## src/hdl/lel_pkg.sv

```systemverilog
`default_nettype none
package lel_pkg;

  // fixed field widths
  localparam int PIX_W     = 8;
  localparam int CFG_W     = 13;
  localparam int CFG_IDX_W = 3;
  localparam int POS_W     = 12;
  localparam int OUT_W     = 32;

  // default structure sizes
  localparam int BOX_SIZE_DEF = 20;
  localparam int MAX_LINE_DEF = 4096;

  // register indexes
  localparam logic [CFG_IDX_W-1:0] REG_LINE_WIDTH    = 3'd0;
  localparam logic [CFG_IDX_W-1:0] REG_LEFT_MIN_STEP = 3'd1;
  localparam logic [CFG_IDX_W-1:0] REG_RIGHT_MIN_STEP = 3'd2;
  localparam logic [CFG_IDX_W-1:0] REG_BRIGHT_LEVEL  = 3'd3;
  localparam logic [CFG_IDX_W-1:0] REG_LEFT_SEARCH_END = 3'd4;
  localparam logic [CFG_IDX_W-1:0] REG_RIGHT_SEARCH_DEPTH = 3'd5;

  // register reset values
  localparam logic [CFG_W-1:0] LINE_WIDTH_RST         = 13'd4096;
  localparam logic [CFG_W-1:0] LEFT_MIN_STEP_RST      = 13'd200;
  localparam logic [CFG_W-1:0] RIGHT_MIN_STEP_RST     = 13'd100;
  localparam logic [PIX_W-1:0] BRIGHT_LEVEL_RST       = 8'd180;
  localparam logic [CFG_W-1:0] LEFT_SEARCH_END_RST    = 13'd700;
  localparam logic [CFG_W-1:0] RIGHT_SEARCH_DEPTH_RST = 13'd720;

  typedef struct packed {
    logic [CFG_W-1:0] line_width;
    logic [CFG_W-1:0] left_min_step;
    logic [CFG_W-1:0] right_min_step;
    logic [PIX_W-1:0] bright_level;
    logic [CFG_W-1:0] left_search_end;
    logic [CFG_W-1:0] right_search_depth;
  } cfg_t;

  // per-pixel decisions handed from the box stage to the tracking stage
  typedef struct packed {
    logic             left_ok;
    logic             right_ok;
    logic             first_bright;
    logic             line_end;
    logic             end_bright;
    logic [POS_W-1:0] pos;
  } s1_t;

  typedef struct packed {
    logic             left_found;
    logic [POS_W-1:0] left_position;
    logic             right_found;
    logic [POS_W-1:0] right_position;
  } res_t;

endpackage
`default_nettype wire

```

## src/hdl/lel_cell.sv

```systemverilog
`default_nettype none
module lel_cell #(
  parameter int W = 8
) (
  input  wire logic         clk,
  input  wire logic         rst,
  input  wire logic         en,
  input  wire logic         clr,
  input  wire logic [W-1:0] din,
  output logic      [W-1:0] dout
);

  // one tap of the pixel delay line
  always_ff @(posedge clk) begin
    if (rst) begin
      dout <= '0;
    end else if (en) begin
      dout <= clr ? '0 : din;
    end
  end

endmodule
`default_nettype wire

```

## src/hdl/lel_box_diff.sv

```systemverilog
`default_nettype none
module lel_box_diff #(
  parameter int BOX_SIZE = 20,
  parameter int MAX_LINE = 4096,
  parameter int DIFF_W   = 15
) (
  input  wire logic                        clk,
  input  wire logic                        rst,
  input  wire logic                        accept,
  input  wire logic [lel_pkg::PIX_W-1:0]   pixel,
  input  wire logic                        last,
  input  wire lel_pkg::cfg_t               cfg,
  output logic signed [DIFF_W-1:0]         diff,
  output lel_pkg::s1_t                     flags
);
  import lel_pkg::*;

  localparam int DEPTH = 2 * BOX_SIZE;
  localparam int CNT_W = $clog2(MAX_LINE);
  localparam int WW    = (CNT_W + 1 > CFG_W) ? CNT_W + 1 : CFG_W;
  localparam int CW    = WW + 1;

  logic [PIX_W-1:0] tap      [DEPTH];
  logic [PIX_W-1:0] chain_in [DEPTH];
  logic [CNT_W-1:0] count;
  logic             fresh;

  logic [WW-1:0]    lw;
  logic [WW-1:0]    w;
  logic [CW-1:0]    p1;
  logic [CNT_W-1:0] j;
  logic             eval;
  logic             line_end;
  logic signed [DIFF_W-1:0] delta;
  logic signed [DIFF_W-1:0] diff_base;
  s1_t              flags_next;

  // chain of pixel cells, cleared after the last pixel of a line
  assign chain_in[0] = pixel;
  for (genvar k = 0; k < DEPTH; k++) begin : g_cell
    if (k > 0) begin : g_link
      assign chain_in[k] = tap[k-1];
    end
    lel_cell #(.W(PIX_W)) u_cell (
      .clk  (clk),
      .rst  (rst),
      .en   (accept),
      .clr  (line_end),
      .din  (chain_in[k]),
      .dout (tap[k])
    );
  end

  // clamped line width and candidate window tests
  always_comb begin
    lw = WW'(cfg.line_width);
    if (lw == '0) begin
      w = WW'(1);
    end else if (lw > WW'(MAX_LINE)) begin
      w = WW'(MAX_LINE);
    end else begin
      w = lw;
    end
    p1       = CW'(count) + CW'(1);
    j        = count - CNT_W'(BOX_SIZE);
    eval     = CW'(count) >= CW'(DEPTH);
    line_end = last || (p1 >= CW'(w));

    flags_next.left_ok      = eval && (CW'(j) < CW'(cfg.left_search_end));
    flags_next.right_ok     = eval && (p1 <= CW'(w)) &&
                              (CW'(j) + CW'(cfg.right_search_depth) > CW'(w));
    flags_next.first_bright = (count == '0) && (pixel > cfg.bright_level);
    flags_next.line_end     = line_end;
    flags_next.end_bright   = pixel > cfg.bright_level;
    flags_next.pos          = POS_W'(j);
  end

  // newer box gains the new pixel, the middle pixel moves to the older box
  assign delta = DIFF_W'(pixel) + DIFF_W'(tap[DEPTH-1]) - (DIFF_W'(tap[BOX_SIZE-1]) << 1);
  assign diff_base = fresh ? '0 : diff;

  always_ff @(posedge clk) begin
    if (rst) begin
      count <= '0;
      fresh <= 1'b1;
      diff  <= '0;
    end else if (accept) begin
      count <= line_end ? '0 : CNT_W'(p1);
      fresh <= line_end;
      diff  <= diff_base + delta;
    end
  end

  // per-pixel decisions, guarded by the stage valid in the top level
  always_ff @(posedge clk) begin
    if (accept) begin
      flags <= flags_next;
    end
  end

endmodule
`default_nettype wire

```

## src/hdl/lel_edge_track.sv

```systemverilog
`default_nettype none
module lel_edge_track #(
  parameter int DIFF_W = 15
) (
  input  wire logic                clk,
  input  wire logic                rst,
  input  wire logic                fire,
  input  wire lel_pkg::s1_t        flags,
  input  wire logic signed [DIFF_W-1:0] diff,
  input  wire lel_pkg::cfg_t       cfg,
  output lel_pkg::res_t            res
);
  import lel_pkg::*;

  localparam int CMP_W = (DIFF_W > CFG_W + 1) ? DIFF_W : CFG_W + 1;

  logic signed [DIFF_W-1:0] best_rise, best_rise_next;
  logic signed [DIFF_W-1:0] best_fall, best_fall_next;
  logic                     left_found, left_found_next;
  logic [POS_W-1:0]         left_pos, left_pos_next;
  logic                     right_found, right_found_next;
  logic [POS_W-1:0]         right_pos, right_pos_next;

  logic signed [CMP_W-1:0] rise;
  logic signed [CMP_W-1:0] fall;
  logic signed [CMP_W-1:0] left_min;
  logic signed [CMP_W-1:0] right_min;

  // strongest rise on the left, strongest fall on the right
  always_comb begin
    rise      = CMP_W'(diff);
    fall      = -rise;
    left_min  = $signed(CMP_W'(cfg.left_min_step));
    right_min = $signed(CMP_W'(cfg.right_min_step));

    best_rise_next   = best_rise;
    best_fall_next   = best_fall;
    left_found_next  = left_found;
    left_pos_next    = left_pos;
    right_found_next = right_found;
    right_pos_next   = right_pos;

    if (flags.first_bright) begin
      left_found_next = 1'b1;
      left_pos_next   = '0;
    end
    if (flags.left_ok && (rise > left_min) && (rise > CMP_W'(best_rise))) begin
      best_rise_next  = DIFF_W'(rise);
      left_found_next = 1'b1;
      left_pos_next   = flags.pos;
    end
    // ties move the right edge outwards
    if (flags.right_ok && (fall > right_min) && (fall >= CMP_W'(best_fall))) begin
      best_fall_next   = DIFF_W'(fall);
      right_found_next = 1'b1;
      right_pos_next   = flags.pos;
    end

    res.left_found     = left_found_next;
    res.left_position  = left_pos_next;
    res.right_found    = right_found_next || flags.end_bright;
    res.right_position = right_found_next ? right_pos_next : '0;
  end

  // line state, cleared once the line's result leaves
  always_ff @(posedge clk) begin
    if (rst) begin
      best_rise   <= '0;
      best_fall   <= '0;
      left_found  <= 1'b0;
      left_pos    <= '0;
      right_found <= 1'b0;
      right_pos   <= '0;
    end else if (fire) begin
      if (flags.line_end) begin
        best_rise   <= '0;
        best_fall   <= '0;
        left_found  <= 1'b0;
        left_pos    <= '0;
        right_found <= 1'b0;
        right_pos   <= '0;
      end else begin
        best_rise   <= best_rise_next;
        best_fall   <= best_fall_next;
        left_found  <= left_found_next;
        left_pos    <= left_pos_next;
        right_found <= right_found_next;
        right_pos   <= right_pos_next;
      end
    end
  end

endmodule
`default_nettype wire

```

## src/hdl/line_edge_locator.sv

```systemverilog
`default_nettype none
// Edge locator for one scan line: takes one gray pixel per clock on the slave stream and
// returns one request per line with the left and right edge positions. Pixels pass a chain
// of 2*BOX_SIZE delay cells feeding a running box-sum difference (first stage), then a
// tracking stage keeps the strongest rise and fall (second stage). Sustained rate is one
// pixel per clock; a line's result is captured in an output register when its line end
// leaves the first stage and is held there, so input is only held off when a further line
// end reaches the tracking stage while the previous result is still waiting. No clearing
// pass is needed after reset.
module line_edge_locator #(
  parameter int BOX_SIZE = lel_pkg::BOX_SIZE_DEF,
  parameter int MAX_LINE = lel_pkg::MAX_LINE_DEF
) (
  input  wire logic                          clk,
  input  wire logic                          rst,
  input  wire logic                          cfg_wen,
  input  wire logic [lel_pkg::CFG_IDX_W-1:0] cfg_index,
  input  wire logic [lel_pkg::CFG_W-1:0]     cfg_wdata,
  input  wire logic                          s_tvalid,
  output logic                               s_tready,
  input  wire logic [lel_pkg::PIX_W-1:0]     s_tdata,   // [7:0] gray_pixel
  input  wire logic                          s_tlast,   // last_in_line
  output logic                               m_tvalid,
  input  wire logic                          m_tready,
  // [0] left_found, [12:1] left_position, [13] right_found, [25:14] right_position
  output logic [lel_pkg::OUT_W-1:0]          m_tdata
);
  import lel_pkg::*;

  localparam int DIFF_W = $clog2(BOX_SIZE * 255 + 1) + 1;

  cfg_t                     cfg;
  logic                     accept;
  logic                     s1_valid;
  logic                     s1_adv;
  logic                     out_free;
  s1_t                      s1_flags;
  logic signed [DIFF_W-1:0] s1_diff;
  res_t                     res;

  // configuration registers
  always_ff @(posedge clk) begin
    if (rst) begin
      cfg.line_width         <= LINE_WIDTH_RST;
      cfg.left_min_step      <= LEFT_MIN_STEP_RST;
      cfg.right_min_step     <= RIGHT_MIN_STEP_RST;
      cfg.bright_level       <= BRIGHT_LEVEL_RST;
      cfg.left_search_end    <= LEFT_SEARCH_END_RST;
      cfg.right_search_depth <= RIGHT_SEARCH_DEPTH_RST;
    end else if (cfg_wen) begin
      case (cfg_index)
        REG_LINE_WIDTH:         cfg.line_width         <= cfg_wdata;
        REG_LEFT_MIN_STEP:      cfg.left_min_step      <= cfg_wdata;
        REG_RIGHT_MIN_STEP:     cfg.right_min_step     <= cfg_wdata;
        REG_BRIGHT_LEVEL:       cfg.bright_level       <= cfg_wdata[PIX_W-1:0];
        REG_LEFT_SEARCH_END:    cfg.left_search_end    <= cfg_wdata;
        REG_RIGHT_SEARCH_DEPTH: cfg.right_search_depth <= cfg_wdata;
        default: ;
      endcase
    end
  end

  // pipeline handshake
  assign out_free = !m_tvalid || m_tready;
  assign s1_adv   = s1_valid && (!s1_flags.line_end || out_free);
  assign s_tready = !s1_valid || s1_adv;
  assign accept   = s_tvalid && s_tready;

  always_ff @(posedge clk) begin
    if (rst) begin
      s1_valid <= 1'b0;
    end else begin
      s1_valid <= accept || (s1_valid && !s1_adv);
    end
  end

  lel_box_diff #(
    .BOX_SIZE (BOX_SIZE),
    .MAX_LINE (MAX_LINE),
    .DIFF_W   (DIFF_W)
  ) u_box_diff (
    .clk    (clk),
    .rst    (rst),
    .accept (accept),
    .pixel  (s_tdata),
    .last   (s_tlast),
    .cfg    (cfg),
    .diff   (s1_diff),
    .flags  (s1_flags)
  );

  lel_edge_track #(
    .DIFF_W (DIFF_W)
  ) u_edge_track (
    .clk   (clk),
    .rst   (rst),
    .fire  (s1_adv),
    .flags (s1_flags),
    .diff  (s1_diff),
    .cfg   (cfg),
    .res   (res)
  );

  // output register
  always_ff @(posedge clk) begin
    if (rst) begin
      m_tvalid <= 1'b0;
    end else if (s1_adv && s1_flags.line_end) begin
      m_tvalid <= 1'b1;
    end else if (m_tready) begin
      m_tvalid <= 1'b0;
    end
  end

  always_ff @(posedge clk) begin
    if (s1_adv && s1_flags.line_end) begin
      m_tdata <= {6'b0, res.right_position, res.right_found,
                  res.left_position, res.left_found};
    end
  end

  // input is held off only by a line end waiting on a full output register
  a_stall_cause: assert property (@(posedge clk) disable iff (rst)
    !s_tready |-> (s1_valid && s1_flags.line_end && m_tvalid && !m_tready))
    else $error("input stalled without a pending line end");

  // a new request follows a line end leaving the first stage
  a_out_source: assert property (@(posedge clk) disable iff (rst)
    $rose(m_tvalid) |-> $past(s1_adv && s1_flags.line_end))
    else $error("request raised without a line end");

  // positions read zero where no edge was found
  a_left_zero: assert property (@(posedge clk) disable iff (rst)
    (m_tvalid && !m_tdata[0]) |-> (m_tdata[12:1] == '0))
    else $error("left position set without a left edge");

  a_right_zero: assert property (@(posedge clk) disable iff (rst)
    (m_tvalid && !m_tdata[13]) |-> (m_tdata[25:14] == '0))
    else $error("right position set without a right edge");

endmodule
`default_nettype wire
```

## config.mk

```make
export PLATFORM = sky130hd
export DESIGN_NAME = line_edge_locator
export DESIGN_NICKNAME = d
export VERILOG_FILES = /design/src/hdl/lel_pkg.sv /design/src/hdl/lel_cell.sv /design/src/hdl/lel_box_diff.sv /design/src/hdl/lel_edge_track.sv /design/src/hdl/line_edge_locator.sv
export SDC_FILE = /design/constraint.sdc
export NUM_CORES = 1
export LEC_CHECK = 0
export BUFFER_PORTS_ARGS = -buffer_cell sky130_fd_sc_hd__buf_2
export CAP_MARGIN = 15
export CORE_MARGIN = 10
export CORE_UTILIZATION = 34
export CTS_CLUSTER_SIZE = 28
export DETAILED_ROUTE_END_ITERATION = 8
export GPL_TIMING_DRIVEN = 0
export HOLD_SLACK_MARGIN = 0.1
export SYNTH_ARGS = -nofsm -noshare
export SYNTH_HDL_FRONTEND = slang
export SYNTH_SLANG_ARGS = --single-unit
```

## constraint.sdc

```tcl
create_clock -name clk -period 5.5 [get_ports clk]
set_input_delay 1.375 -clock clk [delete_from_list [all_inputs] [get_ports clk]]
set_output_delay 1.375 -clock clk [all_outputs]
set_load 0.03 [all_outputs]
```

==> flow_metrics.py, run 1 <==
metrics = {
    "synthesis": {
        "yosysWarnings": 0,
        "synth_area_mm2": 0.0234,
        "synth.most_common_cell": "nand2_1",
        "syn_avg_cell_area_um2": 8.32,
        "ys_seq_elements": 519,
        "yosysTopAreaCellShare_pct": 40.7,
        "yosysTopAreaCell": "dfxtp_1",
        "netlist_instances": 2816,
        "netlist_top_cells_area": "dfxtp_1, a21oi_1, nand2_1",
        "synthFlopType": "dfxtp_1",
        "async_flop_share_pct": 0,
        "synth_cell_types": 64,
        "synthTopCellsByCount": "nand2_1, dfxtp_1, a21oi_1, nand3_1, clkbuf_1",
        "synth_edf_count": 43,
        "synth-seq-area-share_pct": 46.2,
    },
    "routing": {
        "drt-total-wl_um": 60400,
        "antenna_left": 0,
        "drt_iter0_markers": 1308,
        "wl_per_cell_um": 15.7,
        "firstDrtPassIters": 7,
        "route.detailed.drc": 0,
        "vias": 19500,
        "viasPerCell": 5.05,
    },
    "cts": {
        "ctsHoldBuffers": 0,
        "htree_levels": 2,
        "ctsResizeCount": 0,
        "clockBufferDepth": 3,
        "root_buffer": "clkbuf_16",
        "cts_made_buffers": 56,
        "clkTransAtPathRegs_ns": 0.06,
        "clock_sinks": 519,
        "clk_latency_ns": 0.62,
        "tritoncts": "built",
        "post_cts.repair.setup_buffers": 0,
    },
    "sta": {
        "fin_worst_skew_ns": 0.0359,
        "rsz0062_at_grt": "false",
        "max_slew_margin_pct": 27.8,
        "post-route-period-util_pct": 91.0,
        "final-max-slew-violation-count": 0,
        "report.final.hold_viol_count": 0,
        "setup_viol": 0,
        "hold_ws_ns": 0.449,
        "fin_crit_ns": 5.01,
        "finalSetupTns_ns": 0,
        "fmax_mhz": 200,
        "tightest_slew_ns": 1.07,
    },
    "critical_path": {
        "crit_required_ns": 6.05,
        "path_class": "primary input to flip-flop",
        "timing.rr.end": "u_box_diff.g_cell[32].u_cell.dout[7]",
        "r2r-start": "u_box_diff.count[1]",
        "start_kind": "primary input",
        "end_kind": "flip-flop",
        "ff2ff_setup_slack_ns": 0.65,
        "rr_worst_depth": 15,
        "cp_max_fo": 4,
        "cp.arrival_ns": 5.56,
    },
    "placement": {
        "dp_hpwl_um": 43100,
        "gp_congestion": 0.808,
        "placed_cell_area_mm2": 0.0248,
        "io_buffers": 55,
    },
    "power": {
        "peakVddDrop_uv": 245,
        "total_power_w": 0.00857,
        "p_leak_nw": 9.57,
        "p_per_area_mw_per_mm2": 321,
    },
    "job": {
        "max_cap_violations": 0,
    },
    "run_status": {
        "status": "completed",
    },
    "die": {
        "initial_core_util_pct": 34.2,
        "rows": 96,
        "core_mm2": 0.0685,
        "die_h_um": 283,
        "ios": 64,
        "die_area_mm2": 0.0798,
        "die_w_um": 283,
    },
    "grt": {
        "grt_usage_pct": 14.8,
        "grt_max_degree": 28,
        "antenna_found_initial": 0,
        "grt_overflow": 0,
        "grt_pass1_wl_um": 96900,
        "grt_pass1_vias": 18200,
    },
    "finish": {
        "finish.utilization_pct": 39.0,
        "fillCellCount": 7002,
        "postLayoutCellArea_mm2": 0.0267,
        "drive_gt1_share_pct": 7.05,
        "regArea_mm2": 0.0108,
        "multiInputGateArea_mm2": 0.0113,
        "nets": 3114,
        "area_growth_pct": 14.0,
    },
    "hold_path": {
        "min_from": "u_box_diff.g_cell[18].u_cell.dout[3]",
        "hold_path_class": "flip-flop to flip-flop",
        "min_to": "u_box_diff.g_cell[18].u_cell.dout[3]",
        "min_path_cells": 2,
    },
}
registers in the layout (all words and copies together) (netlist names), 12 cells and up:
signal	flops
u_box_diff.g_cell.u_cell.dout	320
cfg	73
m_tdata	26
u_box_diff.flags	17
u_box_diff.diff	14
u_edge_track.best_fall	14
u_edge_track.best_rise	14
u_box_diff.count	12
u_edge_track.left_pos	12
u_edge_track.right_pos	12
metrics by stage:
step	instances	setup WS [ns]
final	3862	0.493
after global routing	3861	0.318
after CTS	3860	0.548
after detailed placement	3758	-0.0794
after global placement	3758	-0.0692
after floorplan	2821	0.560
worst max path at each step:
| stage | depth (start not counted) | startpoint | to | slack, ns |
|---|---|---|---|---|
| 2_1_floorplan | 19 | s_tdata[0] | u_box_diff.diff[13] | 0.56 |
| 3_3_place_gp | 20 | s_tdata[0] | u_box_diff.diff[13] | -0.07 |
| 3_5_place_dp | 20 | s_tdata[0] | u_box_diff.diff[13] | -0.08 |
| 4_1_cts | 20 | s_tdata[0] | u_box_diff.diff[13] | 0.55 |
| 5_1_grt | 21 | s_tdata[0] | u_box_diff.diff[13] | 0.32 |
| 6_report | 20 | s_tdata[0] | u_box_diff.diff[13] | 0.49 |
layout by cell type, fill, tap and decap left out, types with 12 or more instances in the layout:
master | Yosys | routed
nand4_1 | 13 | 13
xnor2_1 | 33 | 33
a22o_1 | 25 | 25
clkbuf_1 | 150 | 168
o211ai_1 | 20 | 20
o21ai_0 | 59 | 59
and3_1 | 25 | 25
edfxtp_1 | 43 | 43
nand3_1 | 350 | 350
nand2b_1 | 16 | 16
mux2_2 | 13 | 13
nor3_1 | 18 | 18
nor2_1 | 56 | 56
clkbuf_16 | 0 | 57
nand2_1 | 545 | 545
a21o_1 | 33 | 33
nor2b_1 | 40 | 40
xor2_1 | 21 | 21
a32o_1 | 14 | 14
buf_1 | 13 | 12
buf_2 | 35 | 91
dfxtp_1 | 476 | 476
inv_1 | 113 | 113
a21oi_1 | 444 | 444
ha_1 | 139 | 139
a22oi_1 | 12 | 12
logic make-up after synthesis:
family / after synthesis / share of synthesized area [%]
buffers and inverters: 324 / 5.59
muxes: 13 / 0.625
xor gates and xnor gates: 54 / 2.02
AOI/OAI and AO/OA: 651 / 16.0
other: 1 / 0.0160
adders and majority gates: 149 / 8.28
and+or+nand+nor: 1105 / 21.3
DFF: 519 / 46.2
area by class of cell:
type | instances | share of cell area [%]
well taps | 882 | 4.13
plain buffers | 209 | 3.29
multi-input cells | 1978 | 42.4
repair buffers | 56 | 1.13
inverters | 115 | 1.62
flip-flops and latches | 519 | 40.5
diodes | 1 | 0.00937
clock inverters | 18 | 0.871
clock buffers | 84 | 6.06
report_power, final:
part | total, W | internal, W | leakage (nW) | switching, W
clock | 0.00377 | 0.00222 | 0.907 | 0.00155
sequential | 0.00391 | 0.00386 | 4.24 | 0.0000524
combinational | 0.000894 | 0.000295 | 4.42 | 0.000598
total | 0.00857 | 0.00637 | 9.57 | 0.00220
critical path, cell delays in order:
cell     delay, ns
buf_2         0.19
ha_1          0.20
inv_1         0.05
fa_1          0.39
inv_1         0.07
a21oi_1       0.05
o21ai_0       0.29
a21oi_1       0.14
nor2_1        0.15
nor2_1        0.07
xnor2_1       0.19
fa_1          0.45
ha_1          0.36
a21oi_1       0.24
a31oi_1       0.16
a21o_1        0.23
a21oi_1       0.28
mux2_2        0.37
o21ai_0       0.16
a32o_1        0.14
metal layers:
metal	share of wire, %	vias to the layer above	GRT usage (%)
met5	0	-	0
met4	2.0	0	3.87
met3	5.5	78	2.72
met2	45	348	23.5
met1	48	9137	20.4
li1	-	9943	-
No activity file was read; power rests on OpenSTA's default activity.
==> run 2, diff against run 1 <==
--- a/config.mk
+++ b/config.mk
@@ -9,7 +9,6 @@
 export CAP_MARGIN = 15
 export CORE_MARGIN = 10
 export CORE_UTILIZATION = 34
-export CTS_CLUSTER_SIZE = 28
 export DETAILED_ROUTE_END_ITERATION = 8
 export GPL_TIMING_DRIVEN = 0
 export HOLD_SLACK_MARGIN = 0.1
==> constraint.sdc (replaced) <==
create_clock -name clk -period 5.6 [get_ports clk]
set_input_delay 1.4 -clock clk [delete_from_list [all_inputs] [get_ports clk]]
set_output_delay 1.4 -clock clk [all_outputs]
set_load 0.03 [all_outputs]
==> run 2 against run 1 <==
Against the previous run: clock skew is 0.0055 ns higher; worst hold slack better by 0.0018 ns; setup slack better by 0.066 ns; first-iteration DRC count is 1.8% higher; sequential power is 2% lower; combinational power is 2% lower; power is 1.6% lower; count of clock-buffer cells in the layout stayed put; clock power is 2% lower; critical endpoint unchanged; utilization hardly changed.
==> flow_metrics.py, run 2 (synthesized netlist as in run 1, its figures left out) <==
metrics = {
    "run_status": {
        "status": "completed",
    },
    "grt": {
        "grt-busiest-layer": "met2",
        "grt_max_degree": 28,
        "grt.met3_usage_pct": 2.52,
        "grt_pass1_vias": 18300,
        "grt_overflow": 0,
        "antenna_found_initial": 0,
        "met2_usage_pct": 23.5,
        "grt_pass1_wl_um": 96900,
        "grtUsageMet1_pct": 20.4,
        "grt_usage_pct": 14.8,
    },
    "cts": {
        "htree_levels": 2,
        "cts_made_buffers": 56,
        "post_cts.repair.setup_buffers": 0,
        "clockBufferDepth": 3,
        "tritoncts": "built",
        "ctsHoldBuffers": 0,
        "root_buffer": "clkbuf_16",
        "clk_latency_ns": 0.63,
        "ctsResizeCount": 0,
        "clock_sinks": 519,
        "clkTransAtPathRegs_ns": 0.06,
    },
    "sta": {
        "fin_crit_ns": 5.04,
        "fmax_mhz": 198,
        "final-max-slew-violation-count": 0,
        "setup_viol": 0,
        "fin_worst_skew_ns": 0.0414,
        "max_slew_margin_pct": 30.0,
        "post-route-period-util_pct": 90.0,
        "rsz0062_at_grt": "false",
        "report.final.hold_viol_count": 0,
        "hold_ws_ns": 0.451,
        "tightest_slew_ns": 1.04,
    },
    "critical_path": {
        "start_kind": "primary input",
        "slowest_stage": "fa_1",
        "worstPathCellList": "buf_2 -> ha_1 -> inv_1 -> fa_1 -> inv_1 -> a21oi_1 -> o21ai_0 -> a21oi_1 -> nor2_1 -> nor2_1 -> xnor2_1 -> fa_1 -> ha_1 -> a21oi_1 -> a31oi_1 -> a21o_1 -> a21oi_1 -> mux2_2 -> o21ai_0 -> a32o_1",
        "cp_max_fo": 4,
        "cp.arrival_ns": 5.59,
        "path_common_cell": "a21oi_1",
        "end_kind": "flip-flop",
        "cpPeakStageDelay_ns": 0.45,
        "crit_required_ns": 6.15,
        "path_delay_family": "compound AO/OA/AOI/OAI gates",
        "critical_path_buf_inv_count": 3,
        "path_class": "primary input to flip-flop",
    },
    "placement": {
        "io_buffers": 55,
        "gp_congestion": 0.808,
        "dp_hpwl_um": 43100,
    },
    "die": {
        "die_area_mm2": 0.0798,
        "initial_core_util_pct": 34.2,
        "ios": 64,
        "die_h_um": 283,
        "core_mm2": 0.0685,
        "rows": 96,
        "die_w_um": 283,
    },
    "routing": {
        "antenna_left": 0,
        "wl_per_cell_um": 15.6,
        "drt-total-wl_um": 60300,
        "vias": 19500,
        "route.detailed.drc": 0,
        "firstDrtPassIters": 5,
        "viasPerCell": 5.06,
        "drt_iter0_markers": 1332,
    },
    "finish": {
        "top_regs": "u_box_diff.g_cell.u_cell.dout: 320 flops, cfg: 73 flops, m_tdata: 26 flops",
        "largest_register_ffs": 320,
        "final_common_cell": "nand2_1",
        "area_growth_pct": 14.0,
        "top_register": "u_box_diff.g_cell.u_cell.dout",
        "layout_common_cells": "nand2_1, dfxtp_1, a21oi_1, nand3_1, clkbuf_1",
        "drive_gt1_share_pct": 7.08,
        "nets": 3114,
    },
    "power": {
        "p_per_area_mw_per_mm2": 316,
        "p_seq_share_pct": 45.5,
        "swShare_pct": 25.6,
        "clockPowerShare_pct": 44.1,
        "internal_power_w": 0.00627,
        "p_sw_w": 0.00216,
        "total_power_w": 0.00843,
        "p_leak_nw": 9.57,
        "power_frac_comb_pct": 10.4,
        "peakVddDrop_uv": 239,
    },
    "hold_path": {
        "hold_path_class": "flip-flop to flip-flop",
    },
    "job": {
        "max_cap_violations": 0,
    },
}
run 2: cell counts in the layout (fill, tap and decap cells not counted):
Identical to the previous run, type by type.
run 2: worst reg2reg max path: stages (launching register included):
cell and delay (ns):
dfxtp_1 0.60, and3_1 0.31, and3_1 0.26, and3_1 0.28
and3_1 0.27, nand3_1 0.11, xnor2_1 0.27, ha_1 0.30
nand3_1 0.11, nor4_1 0.07, or2_2 0.30, a2111oi_4 0.71
clkbuf_1 0.56, buf_2 0.36, nand3_1 0.15, a21oi_1 0.16
run 2: stage by stage:
stage | instance area [um2] | utilization (%) | std cells | setup TNS (ns) | worst slack (ns)
detailed placement | 24800 | 36.3 | 3758 | -0.00442 | -0.00442
CTS | 26700 | 39.0 | 3860 | 0 | 0.624
floorplan | 23400 | - | 2821 | 0 | 0.635
global placement | 24800 | 36.3 | 3758 | 0 | 0.00578
global route | 26700 | 39.0 | 3861 | 0 | 0.393
finish | 26700 | 39.0 | 3862 | 0 | 0.559
run 2: area by class of cell:
cell class                      instances  area, um2
Inverter                              115        432
Multi-Input combinational cell       1978      11300
Timing Repair Buffer                   56        303
Tap cell                              882       1100
Fill cell                            6998      41700
Clock buffer                           84       1630
Sequential cell                       519      10800
Antenna cell                            1       2.50
Clock inverter                         18        233
Buffer                                209        880
run 2: final timing paths:
path	end	slack [ns]	depth (start not counted)	from
min	u_box_diff.g_cell[22].u_cell.dout[4]	0.45	2	u_box_diff.g_cell[22].u_cell.dout[4]
max reg2reg	u_box_diff.g_cell[32].u_cell.dout[7]	0.74	15	u_box_diff.count[1]
max	u_box_diff.diff[13]	0.56	20	s_tdata[0]
min reg2reg	u_box_diff.g_cell[22].u_cell.dout[4]	0.45	2	u_box_diff.g_cell[22].u_cell.dout[4]
run 2: metal layers:
metal  vias up  part of all wire, %
li1       9943                    -
met1      9184                   48
met2       334                   45
met3        78                  4.9
met4         0                  2.1
met5         -                    0
run 2: power by group through the flow:
stage / Sequential [W] / Clock, W / Combinational (W)
2_1_floorplan: 0.00391 / 0 / 0.000607
3_3_place_gp: 0.00392 / 0 / 0.000865
3_5_place_dp: 0.00392 / 0 / 0.000870
4_1_cts: 0.00384 / 0.00381 / 0.000875
5_1_grt: 0.00384 / 0.00396 / 0.000986
6_report: 0.00384 / 0.00371 / 0.000877
